`src/rtl/core/tts_pkg.sv`:
```
// Package for the timeout timer scheduler: widths, command and event codes, FSM states.
// No dependencies.
package tts_pkg;

  localparam int TIMER_SLOTS_DEF = 16;
  localparam int TIME_W  = 40;
  localparam int DELAY_W = 32;
  localparam int PER_W   = 32;
  localparam int ID_W    = 4;
  localparam int KIND_W  = 3;

  typedef enum logic [1:0] {
    CMD_ADD  = 2'd0,
    CMD_DEL  = 2'd1,
    CMD_PROC = 2'd2,
    CMD_NOP  = 2'd3
  } cmd_t;

  typedef enum logic [KIND_W-1:0] {
    EV_ADDED    = 3'd0,
    EV_FULL     = 3'd1,
    EV_FIRED    = 3'd2,
    EV_RELEASED = 3'd3,
    EV_DELETED  = 3'd4,
    EV_UNKNOWN  = 3'd5,
    EV_DONE     = 3'd6
  } kind_t;

  typedef enum logic [2:0] {
    ST_IDLE,
    ST_SEL,
    ST_FIRE,
    ST_REL,
    ST_FIN,
    ST_FINAL
  } state_t;

endpackage

```
`src/rtl/core/tts_if.sv`:
```
// Valid/ready channel interfaces for the command and event streams.
// Depends on tts_pkg for field widths.
interface tts_in_if;
  logic                       valid;
  logic                       ready;
  logic [1:0]                 command;
  logic [tts_pkg::DELAY_W-1:0] delay_ms;
  logic [tts_pkg::PER_W-1:0]  period_ms;
  logic                       release_notice;
  logic [tts_pkg::ID_W-1:0]   timer_id;
  logic [tts_pkg::TIME_W-1:0] now_ms;
  modport source(output valid, command, delay_ms, period_ms, release_notice, timer_id,
                 now_ms, input ready);
  modport sink(input valid, command, delay_ms, period_ms, release_notice, timer_id,
               now_ms, output ready);
endinterface

interface tts_out_if;
  logic                       valid;
  logic                       ready;
  logic [tts_pkg::KIND_W-1:0] event_kind;
  logic [tts_pkg::ID_W-1:0]   event_id;
  logic                       last;
  logic                       next_valid;
  logic [tts_pkg::TIME_W-1:0] ms_to_next;
  modport source(output valid, event_kind, event_id, last, next_valid, ms_to_next,
                 input ready);
  modport sink(input valid, event_kind, event_id, last, next_valid, ms_to_next,
               output ready);
endinterface

```
`src/rtl/core/tts_slot_mem.sv`:
```
// Slot memory: one write port, one read port, registered read data.
// Holds period and deadline of each timer slot; no dependencies.
module tts_slot_mem #(
  parameter int DEPTH = 16,
  parameter int WIDTH = 72
) (
  input  logic                     clk,
  input  logic                     we,
  input  logic [$clog2(DEPTH)-1:0] waddr,
  input  logic [WIDTH-1:0]         wdata,
  input  logic [$clog2(DEPTH)-1:0] raddr,
  output logic [WIDTH-1:0]         rdata
);

  logic [WIDTH-1:0] mem [DEPTH];
  logic [WIDTH-1:0] rdata_r;

  always_ff @(posedge clk) begin
    if (we) begin
      mem[waddr] <= wdata;
    end
    rdata_r <= mem[raddr];
  end

  assign rdata = rdata_r;

endmodule

```
`src/rtl/core/timeout_timer_scheduler.sv`:
```
// Timeout timer scheduler, top level. Uses tts_pkg, tts_if and tts_slot_mem.
// Add and delete do one slot-memory scan before the final beat; a released beat may come first.
// Process scans for due timers, rescans after each one it fires and scans once more before
// the final beat, with a released beat per release. Each scan reads one slot a cycle through the single read port.
// One command is in flight at a time; the next is taken while its final beat still waits.
// Reset (synchronous, active low) clears armed and release bits, time and output valid.
module timeout_timer_scheduler #(
  parameter int TIMER_SLOTS = tts_pkg::TIMER_SLOTS_DEF
) (
  input logic         clk,
  input logic         rst_n,
  tts_in_if.sink      in_if,
  tts_out_if.source   out_if
);

  localparam int IW = $clog2(TIMER_SLOTS);
  localparam int CW = $clog2(TIMER_SLOTS + 1);
  localparam int TW = tts_pkg::TIME_W;
  localparam int PW = tts_pkg::PER_W;
  localparam int MW = TW + PW;

  tts_pkg::state_t state_r, state_nxt;
  logic [TIMER_SLOTS-1:0] armed_r, armed_nxt, wrel_r, wrel_nxt, done_r, done_nxt;
  logic [TW-1:0] cur_r, cur_nxt;
  tts_pkg::kind_t fin_kind_r, fin_kind_nxt;
  logic [tts_pkg::ID_W-1:0] fin_id_r, fin_id_nxt;
  logic [IW-1:0] rel_id_r, rel_id_nxt;
  logic rel_fin_r, rel_fin_nxt;

  logic [CW-1:0] scan_cnt_r;
  logic cmp_v_r;
  logic [IW-1:0] cmp_idx_r;
  logic best_found_r;
  logic [TW-1:0] best_dl_r;
  logic [PW-1:0] best_per_r;
  logic [IW-1:0] best_idx_r;

  logic ov_r, olast_r, onv_r;
  tts_pkg::kind_t okind_r;
  logic [tts_pkg::ID_W-1:0] oid_r;
  logic [TW-1:0] oms_r;

  logic push, push_last, push_nv;
  tts_pkg::kind_t push_kind;
  logic [tts_pkg::ID_W-1:0] push_id;
  logic [TW-1:0] push_ms;

  logic we;
  logic [IW-1:0] waddr;
  logic [MW-1:0] wdata, rdata;
  logic [TW-1:0] rd_dl;
  logic scan_start, scan_done, can_push, elig, id_ok, free_ok;
  logic [IW-1:0] free_idx, id_slot;

  tts_slot_mem #(.DEPTH(TIMER_SLOTS), .WIDTH(MW)) u_mem (
    .clk   (clk),
    .we    (we),
    .waddr (waddr),
    .wdata (wdata),
    .raddr (scan_cnt_r[IW-1:0]),
    .rdata (rdata)
  );

  assign rd_dl     = rdata[TW-1:0];
  assign can_push  = !ov_r || out_if.ready;
  assign scan_done = (scan_cnt_r == CW'(TIMER_SLOTS)) && !cmp_v_r;
  assign id_ok     = 32'(in_if.timer_id) < 32'(TIMER_SLOTS);
  assign id_slot   = IW'(in_if.timer_id);

  always_comb begin
    elig = armed_r[cmp_idx_r] && (!best_found_r || rd_dl < best_dl_r);
    if (state_r == tts_pkg::ST_SEL) begin
      elig = elig && !done_r[cmp_idx_r] && (rd_dl <= cur_r);
    end
  end

  always_comb begin
    free_ok  = 1'b0;
    free_idx = '0;
    for (int i = TIMER_SLOTS - 1; i >= 0; i--) begin
      if (!armed_r[i]) begin
        free_ok  = 1'b1;
        free_idx = IW'(i);
      end
    end
  end

  always_comb begin
    state_nxt    = state_r;
    armed_nxt    = armed_r;
    wrel_nxt     = wrel_r;
    done_nxt     = done_r;
    cur_nxt      = cur_r;
    fin_kind_nxt = fin_kind_r;
    fin_id_nxt   = fin_id_r;
    rel_id_nxt   = rel_id_r;
    rel_fin_nxt  = rel_fin_r;
    scan_start   = 1'b0;
    we           = 1'b0;
    waddr        = best_idx_r;
    wdata        = {best_per_r, cur_r + TW'(best_per_r)};
    push         = 1'b0;
    push_kind    = tts_pkg::EV_FIRED;
    push_id      = tts_pkg::ID_W'(best_idx_r);
    push_last    = 1'b0;
    push_nv      = 1'b0;
    push_ms      = '0;
    in_if.ready  = 1'b0;
    unique case (state_r)
      tts_pkg::ST_IDLE: begin
        in_if.ready = 1'b1;
        if (in_if.valid) begin
          scan_start = 1'b1;
          state_nxt  = tts_pkg::ST_FIN;
          unique case (in_if.command)
            tts_pkg::CMD_ADD: begin
              if (free_ok) begin
                we                  = 1'b1;
                waddr               = free_idx;
                wdata               = {in_if.period_ms, cur_r + TW'(in_if.delay_ms)};
                armed_nxt[free_idx] = 1'b1;
                wrel_nxt[free_idx]  = in_if.release_notice;
                fin_kind_nxt        = tts_pkg::EV_ADDED;
                fin_id_nxt          = tts_pkg::ID_W'(free_idx);
              end else begin
                fin_kind_nxt = tts_pkg::EV_FULL;
                fin_id_nxt   = '0;
              end
            end
            tts_pkg::CMD_DEL: begin
              fin_id_nxt = in_if.timer_id;
              if (id_ok && armed_r[id_slot]) begin
                armed_nxt[id_slot] = 1'b0;
                wrel_nxt[id_slot]  = 1'b0;
                fin_kind_nxt       = tts_pkg::EV_DELETED;
                rel_id_nxt         = id_slot;
                rel_fin_nxt        = 1'b1;
                if (wrel_r[id_slot]) begin
                  state_nxt = tts_pkg::ST_REL;
                end
              end else begin
                fin_kind_nxt = tts_pkg::EV_UNKNOWN;
              end
            end
            tts_pkg::CMD_PROC: begin
              fin_kind_nxt = tts_pkg::EV_DONE;
              fin_id_nxt   = '0;
              if (|armed_r) begin
                cur_nxt   = in_if.now_ms;
                done_nxt  = '0;
                state_nxt = tts_pkg::ST_SEL;
              end
            end
            default: begin
              fin_kind_nxt = tts_pkg::EV_DONE;
              fin_id_nxt   = '0;
            end
          endcase
        end
      end
      tts_pkg::ST_SEL: begin
        if (scan_done) begin
          if (best_found_r) begin
            state_nxt = tts_pkg::ST_FIRE;
          end else begin
            scan_start = 1'b1;
            state_nxt  = tts_pkg::ST_FIN;
          end
        end
      end
      tts_pkg::ST_FIRE: begin
        if (can_push) begin
          push                 = 1'b1;
          done_nxt[best_idx_r] = 1'b1;
          scan_start           = 1'b1;
          state_nxt            = tts_pkg::ST_SEL;
          if (best_per_r != '0) begin
            we = 1'b1;
          end else begin
            armed_nxt[best_idx_r] = 1'b0;
            wrel_nxt[best_idx_r]  = 1'b0;
            if (wrel_r[best_idx_r]) begin
              rel_id_nxt  = best_idx_r;
              rel_fin_nxt = 1'b0;
              state_nxt   = tts_pkg::ST_REL;
            end
          end
        end
      end
      tts_pkg::ST_REL: begin
        if (can_push) begin
          push       = 1'b1;
          push_kind  = tts_pkg::EV_RELEASED;
          push_id    = tts_pkg::ID_W'(rel_id_r);
          scan_start = 1'b1;
          state_nxt  = rel_fin_r ? tts_pkg::ST_FIN : tts_pkg::ST_SEL;
        end
      end
      tts_pkg::ST_FIN: begin
        if (scan_done) begin
          state_nxt = tts_pkg::ST_FINAL;
        end
      end
      tts_pkg::ST_FINAL: begin
        if (can_push) begin
          push      = 1'b1;
          push_kind = fin_kind_r;
          push_id   = fin_id_r;
          push_last = 1'b1;
          push_nv   = best_found_r;
          push_ms   = (best_found_r && best_dl_r > cur_r) ? best_dl_r - cur_r : '0;
          state_nxt = tts_pkg::ST_IDLE;
        end
      end
      default: state_nxt = tts_pkg::ST_IDLE;
    endcase
  end

  always_ff @(posedge clk) begin
    if (!rst_n) begin
      state_r <= tts_pkg::ST_IDLE;
      armed_r <= '0;
      wrel_r  <= '0;
      done_r  <= '0;
      cur_r   <= '0;
      ov_r    <= 1'b0;
      cmp_v_r <= 1'b0;
      scan_cnt_r   <= '0;
      best_found_r <= 1'b0;
    end else begin
      state_r <= state_nxt;
      armed_r <= armed_nxt;
      wrel_r  <= wrel_nxt;
      done_r  <= done_nxt;
      cur_r   <= cur_nxt;
      if (push) begin
        ov_r <= 1'b1;
      end else if (out_if.ready) begin
        ov_r <= 1'b0;
      end
      if (scan_start) begin
        scan_cnt_r   <= '0;
        cmp_v_r      <= 1'b0;
        best_found_r <= 1'b0;
      end else if (state_r == tts_pkg::ST_SEL || state_r == tts_pkg::ST_FIN) begin
        if (scan_cnt_r != CW'(TIMER_SLOTS)) begin
          scan_cnt_r <= scan_cnt_r + CW'(1);
          cmp_v_r    <= 1'b1;
        end else begin
          cmp_v_r <= 1'b0;
        end
        if (cmp_v_r && elig) begin
          best_found_r <= 1'b1;
        end
      end
    end
  end

  always_ff @(posedge clk) begin
    fin_kind_r <= fin_kind_nxt;
    fin_id_r   <= fin_id_nxt;
    rel_id_r   <= rel_id_nxt;
    rel_fin_r  <= rel_fin_nxt;
    cmp_idx_r  <= scan_cnt_r[IW-1:0];
    if (!scan_start && cmp_v_r && elig &&
        (state_r == tts_pkg::ST_SEL || state_r == tts_pkg::ST_FIN)) begin
      best_dl_r  <= rd_dl;
      best_per_r <= rdata[MW-1:TW];
      best_idx_r <= cmp_idx_r;
    end
    if (push) begin
      okind_r <= push_kind;
      oid_r   <= push_id;
      olast_r <= push_last;
      onv_r   <= push_nv;
      oms_r   <= push_ms;
    end
  end

  assign out_if.valid      = ov_r;
  assign out_if.event_kind = okind_r;
  assign out_if.event_id   = oid_r;
  assign out_if.last       = olast_r;
  assign out_if.next_valid = onv_r;
  assign out_if.ms_to_next = oms_r;

`ifndef SYNTH
  a_busy_after_accept: assert property (@(posedge clk) disable iff (!rst_n)
    (in_if.valid && in_if.ready) |=> !in_if.ready)
    else $error("command accepted while previous command in flight");
  a_ms_needs_next: assert property (@(posedge clk) disable iff (!rst_n)
    (ov_r && oms_r != '0) |-> onv_r)
    else $error("time to next deadline without an armed timer");
  a_nonfinal_clean: assert property (@(posedge clk) disable iff (!rst_n)
    (ov_r && !olast_r) |-> (!onv_r && oms_r == '0))
    else $error("non-final beat carries next-deadline fields");
  a_final_to_idle: assert property (@(posedge clk) disable iff (!rst_n)
    (push && push_last) |=> (state_r == tts_pkg::ST_IDLE))
    else $error("final beat did not return to idle");
`endif

endmodule
```
`src/flat_wrapper.sv`:
```
// flat-port wrapper written by rule: the top's interface ports become plain ports
module timeout_timer_scheduler_flat 
#(
  parameter int TIMER_SLOTS = tts_pkg::TIMER_SLOTS_DEF
)
  (clk, rst_n, in_if_valid, in_if_command, in_if_delay_ms, in_if_period_ms, in_if_release_notice, in_if_timer_id, in_if_now_ms, in_if_ready, out_if_valid, out_if_event_kind, out_if_event_id, out_if_last, out_if_next_valid, out_if_ms_to_next, out_if_ready);
  tts_in_if in_if_i ();
  tts_out_if out_if_i ();
  input logic clk;
  input logic rst_n;
  input wire logic [$bits(in_if_i.valid)-1:0] in_if_valid;
  input wire logic [$bits(in_if_i.command)-1:0] in_if_command;
  input wire logic [$bits(in_if_i.delay_ms)-1:0] in_if_delay_ms;
  input wire logic [$bits(in_if_i.period_ms)-1:0] in_if_period_ms;
  input wire logic [$bits(in_if_i.release_notice)-1:0] in_if_release_notice;
  input wire logic [$bits(in_if_i.timer_id)-1:0] in_if_timer_id;
  input wire logic [$bits(in_if_i.now_ms)-1:0] in_if_now_ms;
  output wire logic [$bits(in_if_i.ready)-1:0] in_if_ready;
  output wire logic [$bits(out_if_i.valid)-1:0] out_if_valid;
  output wire logic [$bits(out_if_i.event_kind)-1:0] out_if_event_kind;
  output wire logic [$bits(out_if_i.event_id)-1:0] out_if_event_id;
  output wire logic [$bits(out_if_i.last)-1:0] out_if_last;
  output wire logic [$bits(out_if_i.next_valid)-1:0] out_if_next_valid;
  output wire logic [$bits(out_if_i.ms_to_next)-1:0] out_if_ms_to_next;
  input wire logic [$bits(out_if_i.ready)-1:0] out_if_ready;
  assign in_if_i.valid = in_if_valid;
  assign in_if_i.command = in_if_command;
  assign in_if_i.delay_ms = in_if_delay_ms;
  assign in_if_i.period_ms = in_if_period_ms;
  assign in_if_i.release_notice = in_if_release_notice;
  assign in_if_i.timer_id = in_if_timer_id;
  assign in_if_i.now_ms = in_if_now_ms;
  assign in_if_ready = in_if_i.ready;
  assign out_if_valid = out_if_i.valid;
  assign out_if_event_kind = out_if_i.event_kind;
  assign out_if_event_id = out_if_i.event_id;
  assign out_if_last = out_if_i.last;
  assign out_if_next_valid = out_if_i.next_valid;
  assign out_if_ms_to_next = out_if_i.ms_to_next;
  assign out_if_i.ready = out_if_ready;
  timeout_timer_scheduler #(.TIMER_SLOTS(TIMER_SLOTS)) u_core (.clk(clk), .rst_n(rst_n), .in_if(in_if_i), .out_if(out_if_i));
endmodule
```
`config.mk`:
```
export PLATFORM = sky130hd
export DESIGN_NAME = timeout_timer_scheduler_flat
export DESIGN_NICKNAME = d
export VERILOG_FILES = /design/src/rtl/core/tts_pkg.sv /design/src/rtl/core/tts_if.sv /design/src/rtl/core/tts_slot_mem.sv /design/src/rtl/core/timeout_timer_scheduler.sv /design/src/flat_wrapper.sv
export SDC_FILE = /design/constraint.sdc
export NUM_CORES = 2
export LEC_CHECK = 0
export BUFFER_PORTS_ARGS = -buffer_cell sky130_fd_sc_hd__clkbuf_2
export CAP_MARGIN = 20
export CORE_UTILIZATION = 37
export DETAILED_ROUTE_END_ITERATION = 6
export PLACE_DENSITY = 0.62
export SLEW_MARGIN = 20
export SYNTH_ARGS = -nofsm -noshare
export SYNTH_HDL_FRONTEND = slang
export SYNTH_SLANG_ARGS = --single-unit
```
`constraint.sdc`:
```
create_clock -name clk -period 7.25 [get_ports clk]
set_input_delay 0.725 -clock clk [delete_from_list [all_inputs] [get_ports clk]]
set_output_delay 0.725 -clock clk [all_outputs]
set_load 0.02 [all_outputs]
```
Word level (Yosys, flattened, before mapping)
Memory sizes are Yosys's and may differ from the RTL's. A register that Yosys moved wholly into a read port is not among the register bits.
Index checks and enable logic that the tools add are counted.

word-level totals
  memory bits (writable) = 1152
  logic and storage cells = 244
  memories kept = 1
  bits in read-only memories = 0
  output and inout port bits = 51
  register bits after elaboration = 240
  input bits = 115
  bits in latches = 0

cells by class
  equality and inequality tests = 24
  add/sub/neg operators = 4
  mux-type cells = 135
  multiply operators = 0
  shift-type cells = 0
  reductions and logical operators = 39
  bitwise operators = 9
  div/mod/pow operators = 0
  magnitude comparators = 10

memories
  memory            words  width  rd ports  clocked after memory_dff  write ports  RTL line            RTL
  u_core.u_mem.mem  16     72     1         1                         1            tts_slot_mem.sv:15  logic [WIDTH-1:0] mem [DEPTH];

operator list
  operator                                                                       number
  72-bit 2-to-1 mux                                                              4
  16-bit 2-to-1 mux                                                              14
  16-bit case mux with 2 select lines                                            5
  4-bit 2-to-1 mux                                                               29
  40-bit by 32-bit adder with 40-bit output                                      2
  16-bit AND                                                                     4
  1-bit 2-to-1 mux                                                               50
  40-bit > comparator                                                            1
  40-bit less-or-equal comparator                                                1
  40-bit less-than comparator                                                    1
  40-bit subtractor                                                              1
  3-bit 2-to-1 mux                                                               13
  16-bit NOT                                                                     2
  16-bit OR                                                                      2
  32-bit nonzero test                                                            1
  4-bit case mux with 2 select lines                                             3
  1-bit binary-select mux with 4-bit select                                      5
  4-bit by 5-bit less-than comparator with 1-bit output (second input constant)  4
  3-bit case mux with 2 select lines                                             3
  3-bit case mux with 6 select lines                                             1
  16-bit bitwise mux                                                             1
  2-bit by 1-bit != test with 1-bit output (second input constant)               8
  16-bit OR reduction                                                            1
  7-bit AND reduction                                                            2
  other kinds (30)                                                               63

Logic depth before layout (Yosys ltp)
  depth in word-level cells = 25
  depth in mapped cells = 13

Hierarchy
A second synthesis with hierarchy kept.

unflattened totals
  cell total of the unflattened synthesis = 4031
  area, all modules = 63101.8 µm²

by module, submodules not included
  module                   cells an instance  times used  area each (µm²)  sequential area each (µm²)
  tts_slot_mem             1850               1           44550.2          36034.6
  timeout_timer_scheduler  2181               1           18551.5          6175.9

Worst setup path before layout
Ideal clock, no wire load.

  path type = input -> register
  from = input port in_if_command[0]
  to = memory u_core.u_mem.mem[5][0] (enable)
  stages on the path = 10
  slack = 1.689 ns
  buffers on the path = 1
  data arrival time = 5.059 ns
  library setup time = 0.503 ns
  cell sequence = inv_1 > ha_1 > o21ai_1 > or2_1 > buf_2 > nor3_1 > a21oi_1 > nor2b_1 > nand2_1 > nor2_1

between the ends
  cells in the longest elaborated chain, start to end = 6

RTL lines
  element                                 RTL line                        RTL
  start: declaration                      flat_wrapper.sv:12              input wire logic [$bits(in_if_i.command)-1:0] in_if_command;
  2-bit zero test *                       timeout_timer_scheduler.sv:115  unique case (in_if.command)
  1-bit 2-to-1 mux                        timeout_timer_scheduler.sv:115
  1-bit 2-to-1 mux                        timeout_timer_scheduler.sv:112  if (in_if.valid) begin
  1-bit case mux with 2 select lines      timeout_timer_scheduler.sv:109  unique case (state_r)
  1-bit 2-to-1 mux                        tts_slot_mem.sv:19              if (we) begin
  1-bit 2-to-1 mux (implied by the code)  tts_slot_mem.sv:20              mem[waddr] <= wdata;
  end: declaration                        tts_slot_mem.sv:15

Every way passes the cells marked *; elsewhere a longest branch is shown, timed or not.

Final worst setup path
  from = register u_core.cur_r[1]
  to = memory u_core.u_mem.mem[5][30], data pin

between the ends
  cells in the longest elaborated chain, start to end = 5

RTL lines
  element                                                              RTL line                                                        RTL
  start: declaration                                                   timeout_timer_scheduler.sv:24                                   logic [TW-1:0] cur_r, cur_nxt;
  start signal: assignment                                             timeout_timer_scheduler.sv:235                                  cur_r <= cur_nxt;
  40-bit by 32-bit adder with 40-bit output, on equally long branches  timeout_timer_scheduler.sv:101, timeout_timer_scheduler.sv:120
  72-bit 2-to-1 mux                                                    timeout_timer_scheduler.sv:117                                  if (free_ok) begin
  72-bit 2-to-1 mux                                                    timeout_timer_scheduler.sv:115
  72-bit 2-to-1 mux                                                    timeout_timer_scheduler.sv:112
  72-bit 2-to-1 mux *                                                  timeout_timer_scheduler.sv:109
  via u_core.u_mem.wdata[30]                                           tts_slot_mem.sv:10                                              input logic [WIDTH-1:0] wdata,

The timed path passes the listed nets; every way through them passes the cells marked *.

==> metrics.csv <==
stage,metric,value,unit
outcome,status,finished clean,
drt,WL per Instance,27.3,um
die,die area,0.173,mm^2
die,Die W,416,um
clock_tree,CTS tree,yes,
worst_setup_path,critical path capture point,u_core.u_mem.mem[5][30],
worst_setup_path,crit path DAT,5280,ps
drt,Iteration-0 DRC Markers,4043,
flow_run,maxcap violations,0,
power_and_ir_drop,Leak,24.1,nW
drt,final wirelength,177000,um
drt,DR pass1 iterations,5,
clock_tree,clk buf depth,3,
worst_setup_path,critical path peak fanout,16,
synth,#FFs+latches synth,1464,
die,DIE HEIGHT,416,um
die,total core area,0.170,mm^2
layout,Final nets,4433,
worst_setup_path,worst-path cell chain,"inv_1, fa_1, nand2b_1, a21oi_1, o211ai_1, o211ai_1, o221ai_1, a31oi_1, xor2_1, nor2_1, a21oi_1",
timing,setup total negative slack,0,ps
worst_setup_path,Critical Path Sink Type,flop,
worst_setup_path,Slowest Stage Delay on Critical Path,800,ps
synth,yosys warns,0,
timing,clock skew,62.4,ps
grt,first-pass GRT wire length,256000,um
grt,vias in the first global route,36400,
worst_setup_path,register-to-register setup slack,2410,ps
placement,placed inst area,0.0670,mm^2
synth,Yosys top cell by area,edfxtp_1,
worst_setup_path,crit start category,flop,
hold_path,hold crit path type,in2reg,
grt,grt total ovfl,0,
timing,WHS,170,ps
worst_setup_path,Crit Path Category,reg2reg,
synth,"Cell Area, Synth",0.0633,mm^2
drt,Post-route DRC,0,
synth,Syn Area/Cell,16.1,um^2
timing,final worst path period need,4840,ps
worst_setup_path,CP Data Required Time,7690,ps
clock_tree,postcts setup bufs,0,
timing,RSZ-0062 raised after global routing,no,
synth,Post-synth top flop,edfxtp_1,
grt,Total GRT Usage,20.4,%
worst_setup_path,r2r worst-path depth,11,
synth,"Seq/Total Area, Yosys",66.7,%
worst_setup_path,Crit-path slowest cell,a21oi_1,
placement,number of I/O port buffers,165,
clock_tree,CTS Sinks,1464,
worst_setup_path,worst r2r src,u_core.cur_r[1],
layout,Finished Cell Area,0.0724,mm^2
timing,Final Max Tran Viols,0,
clock_tree,CTS resizes,0,
synth,ys async rst share,0,%
synth,Syn Nets,4231,
timing,Final Cycle Share,66.7,%
timing,measured slew at the worst slew-check pin,1150,ps
die,Starting Density,37.3,%
layout,Filler cells,14900,
drt,Vias,36600,
drt,remaining antenna violation count after routing,0,
worst_setup_path,Critical path origin,u_core.cur_r[1],
grt,antenna violations before repair,8,
clock_tree,clk root buf,clkbuf_16,
grt,largest net degree at the start of global routing,150,
placement,DP Wirelength,112000,um
drt,Vias/cell,5.66,
worst_setup_path,end of the worst register-to-register path,u_core.u_mem.mem[5][30],
die,Rows,151,
synth,ranking of synthesized cells by area,"edfxtp_1 61%, mux4_2 14%, dfxtp_1 5.5%",
placement,pre-CTS setup slack,2140,ps
power_and_ir_drop,Power Density,260,mW/mm^2
synth,share of the synthesized area in the top cell type,61.2,%
layout,most frequent cells in the layout,"1289 x edfxtp_1, 385 x mux4_2, 352 x nand2_1",
placement,Placer Congestion,0.928,
clock_tree,CTS H-Tree Depth,4,
clock_tree,clk slew on worst S/H paths,60,ps
clock_tree,worst skew pair latency,810,ps
die,io pins,166,
power_and_ir_drop,maximum vdd ir drop,0.203,mV
layout,share of post-route cells with drive strength above 1,21.3,%
timing,final hold viol count,0,
clock_tree,hold_buf cts,0,
layout,"most common cell after layout, fill and taps aside",edfxtp_1,
power_and_ir_drop,total power,18.9,mW
synth,number of flops mapped to enable cells by yosys,1289,
synth,post-synthesis cell count,3925,
timing,max_slew headroom,22.6,%
clock_tree,Num CTS Buffers,154,
synth,synth unique cells,77,
timing,Final WS setup,2410,ps
timing,Peak Freq,207,MHz
timing,Setup Viol. Count Final,0,
layout,P&R area growth vs syn,14.5,%
routing by layer:
layer  vias to the layer above  track usage [%]  share of wire (%)  routed length, um
met5                         -                0             0.0062                 11
met4                         2             8.29                4.1               7340
met3                       292             2.87                6.1              10800
met2                      1457             33.6                 49              86200
met1                     18900             27.1                 41              72700
li1                      16000                -                  -                  -
Yosys cell counts, drive strengths merged, types with 56 or more instances:
| library cell | n |
|---|---|
| mux4 | 385 |
| clkbuf | 127 |
| buf | 56 |
| o21ai | 132 |
| nand2 | 354 |
| a21o | 69 |
| a21oi | 183 |
| nand3 | 56 |
| nor2 | 203 |
| ha | 188 |
| xnor2 | 56 |
| dfxtp | 175 |
| inv | 121 |
| edfxtp | 1289 |
area by class of cell:
cell class,instances,area [um^2],area share (%)
diodes,1,2.50,0.00346
well taps,2218,2780,3.83
clock buffers,208,4240,5.85
clock inverters,79,1000,1.38
inverters,122,458,0.632
repair buffers,229,1560,2.16
multi-input cells,2156,20200,27.8
flip-flops and latches,1464,42200,58.3
power by group:
group | switching [mW] | internal (mW) | leakage [nW] | total (mW)
clock | 3.41 | 4.63 | 2.52 | 8.04
sequential | 0.106 | 9.30 | 13.3 | 9.40
combinational | 0.795 | 0.611 | 8.21 | 1.41
state kept, by name (all words and copies together), names as in the netlist, 5 cells and up:
| signal | count |
|---|---|
| u_core.u_mem.mem | 1152 |
| u_core.u_mem.rdata | 72 |
| u_core.best_dl_r | 40 |
| u_core.cur_r | 40 |
| u_core.out_if.ms_to_next | 40 |
| u_core.best_per_r | 32 |
| u_core.armed_r | 16 |
| u_core.done_r | 16 |
| u_core.wrel_r | 16 |
| u_core.scan_cnt_r | 5 |
stage by stage:
step,utilization [%],std cells
3_3_place_gp,39.5,6184
3_5_place_dp,39.5,6186
5_1_grt,42.7,6477
4_1_cts,42.6,6473
2_1_floorplan,-,3925
6_report,42.7,6477
worst min-delay path by stage:
stage	cells past startpoint	from	end	slack, ps
6_report	3	in_if_now_ms[8]	u_core.cur_r[8]	170
5_1_grt	3	in_if_now_ms[8]	u_core.cur_r[8]	160
2_1_floorplan	0	u_core.scan_cnt_r[2]	u_core.cmp_idx_r[2]	330
4_1_cts	3	in_if_now_ms[8]	u_core.cur_r[8]	110
3_3_place_gp	0	u_core.u_mem.rdata[59]	u_core.best_per_r[19]	390
3_5_place_dp	0	u_core.u_mem.rdata[52]	u_core.best_per_r[12]	390
worst max-delay path, delay by kind of cell (launching register included):
family | cells | cell delay (ps)
fa+ha+maj | 1 | 500
compound gates | 6 | 2690
xor+xnor | 1 | 180
buf+inv | 1 | 310
simple gates | 2 | 230
flops | 1 | 570
cell families after synthesis:
family | count (synthesis) | synth area share, %
DFF | 1464 | 66.7
and+or+nand+nor | 831 | 5.90
AOI/OAI and AO/OA | 647 | 6.58
muxes | 389 | 13.8
buffers and inverters | 305 | 1.86
adders and majority gates | 191 | 3.81
xor gates and xnor gates | 98 | 1.36
Power figures use the tool's default switching activity.
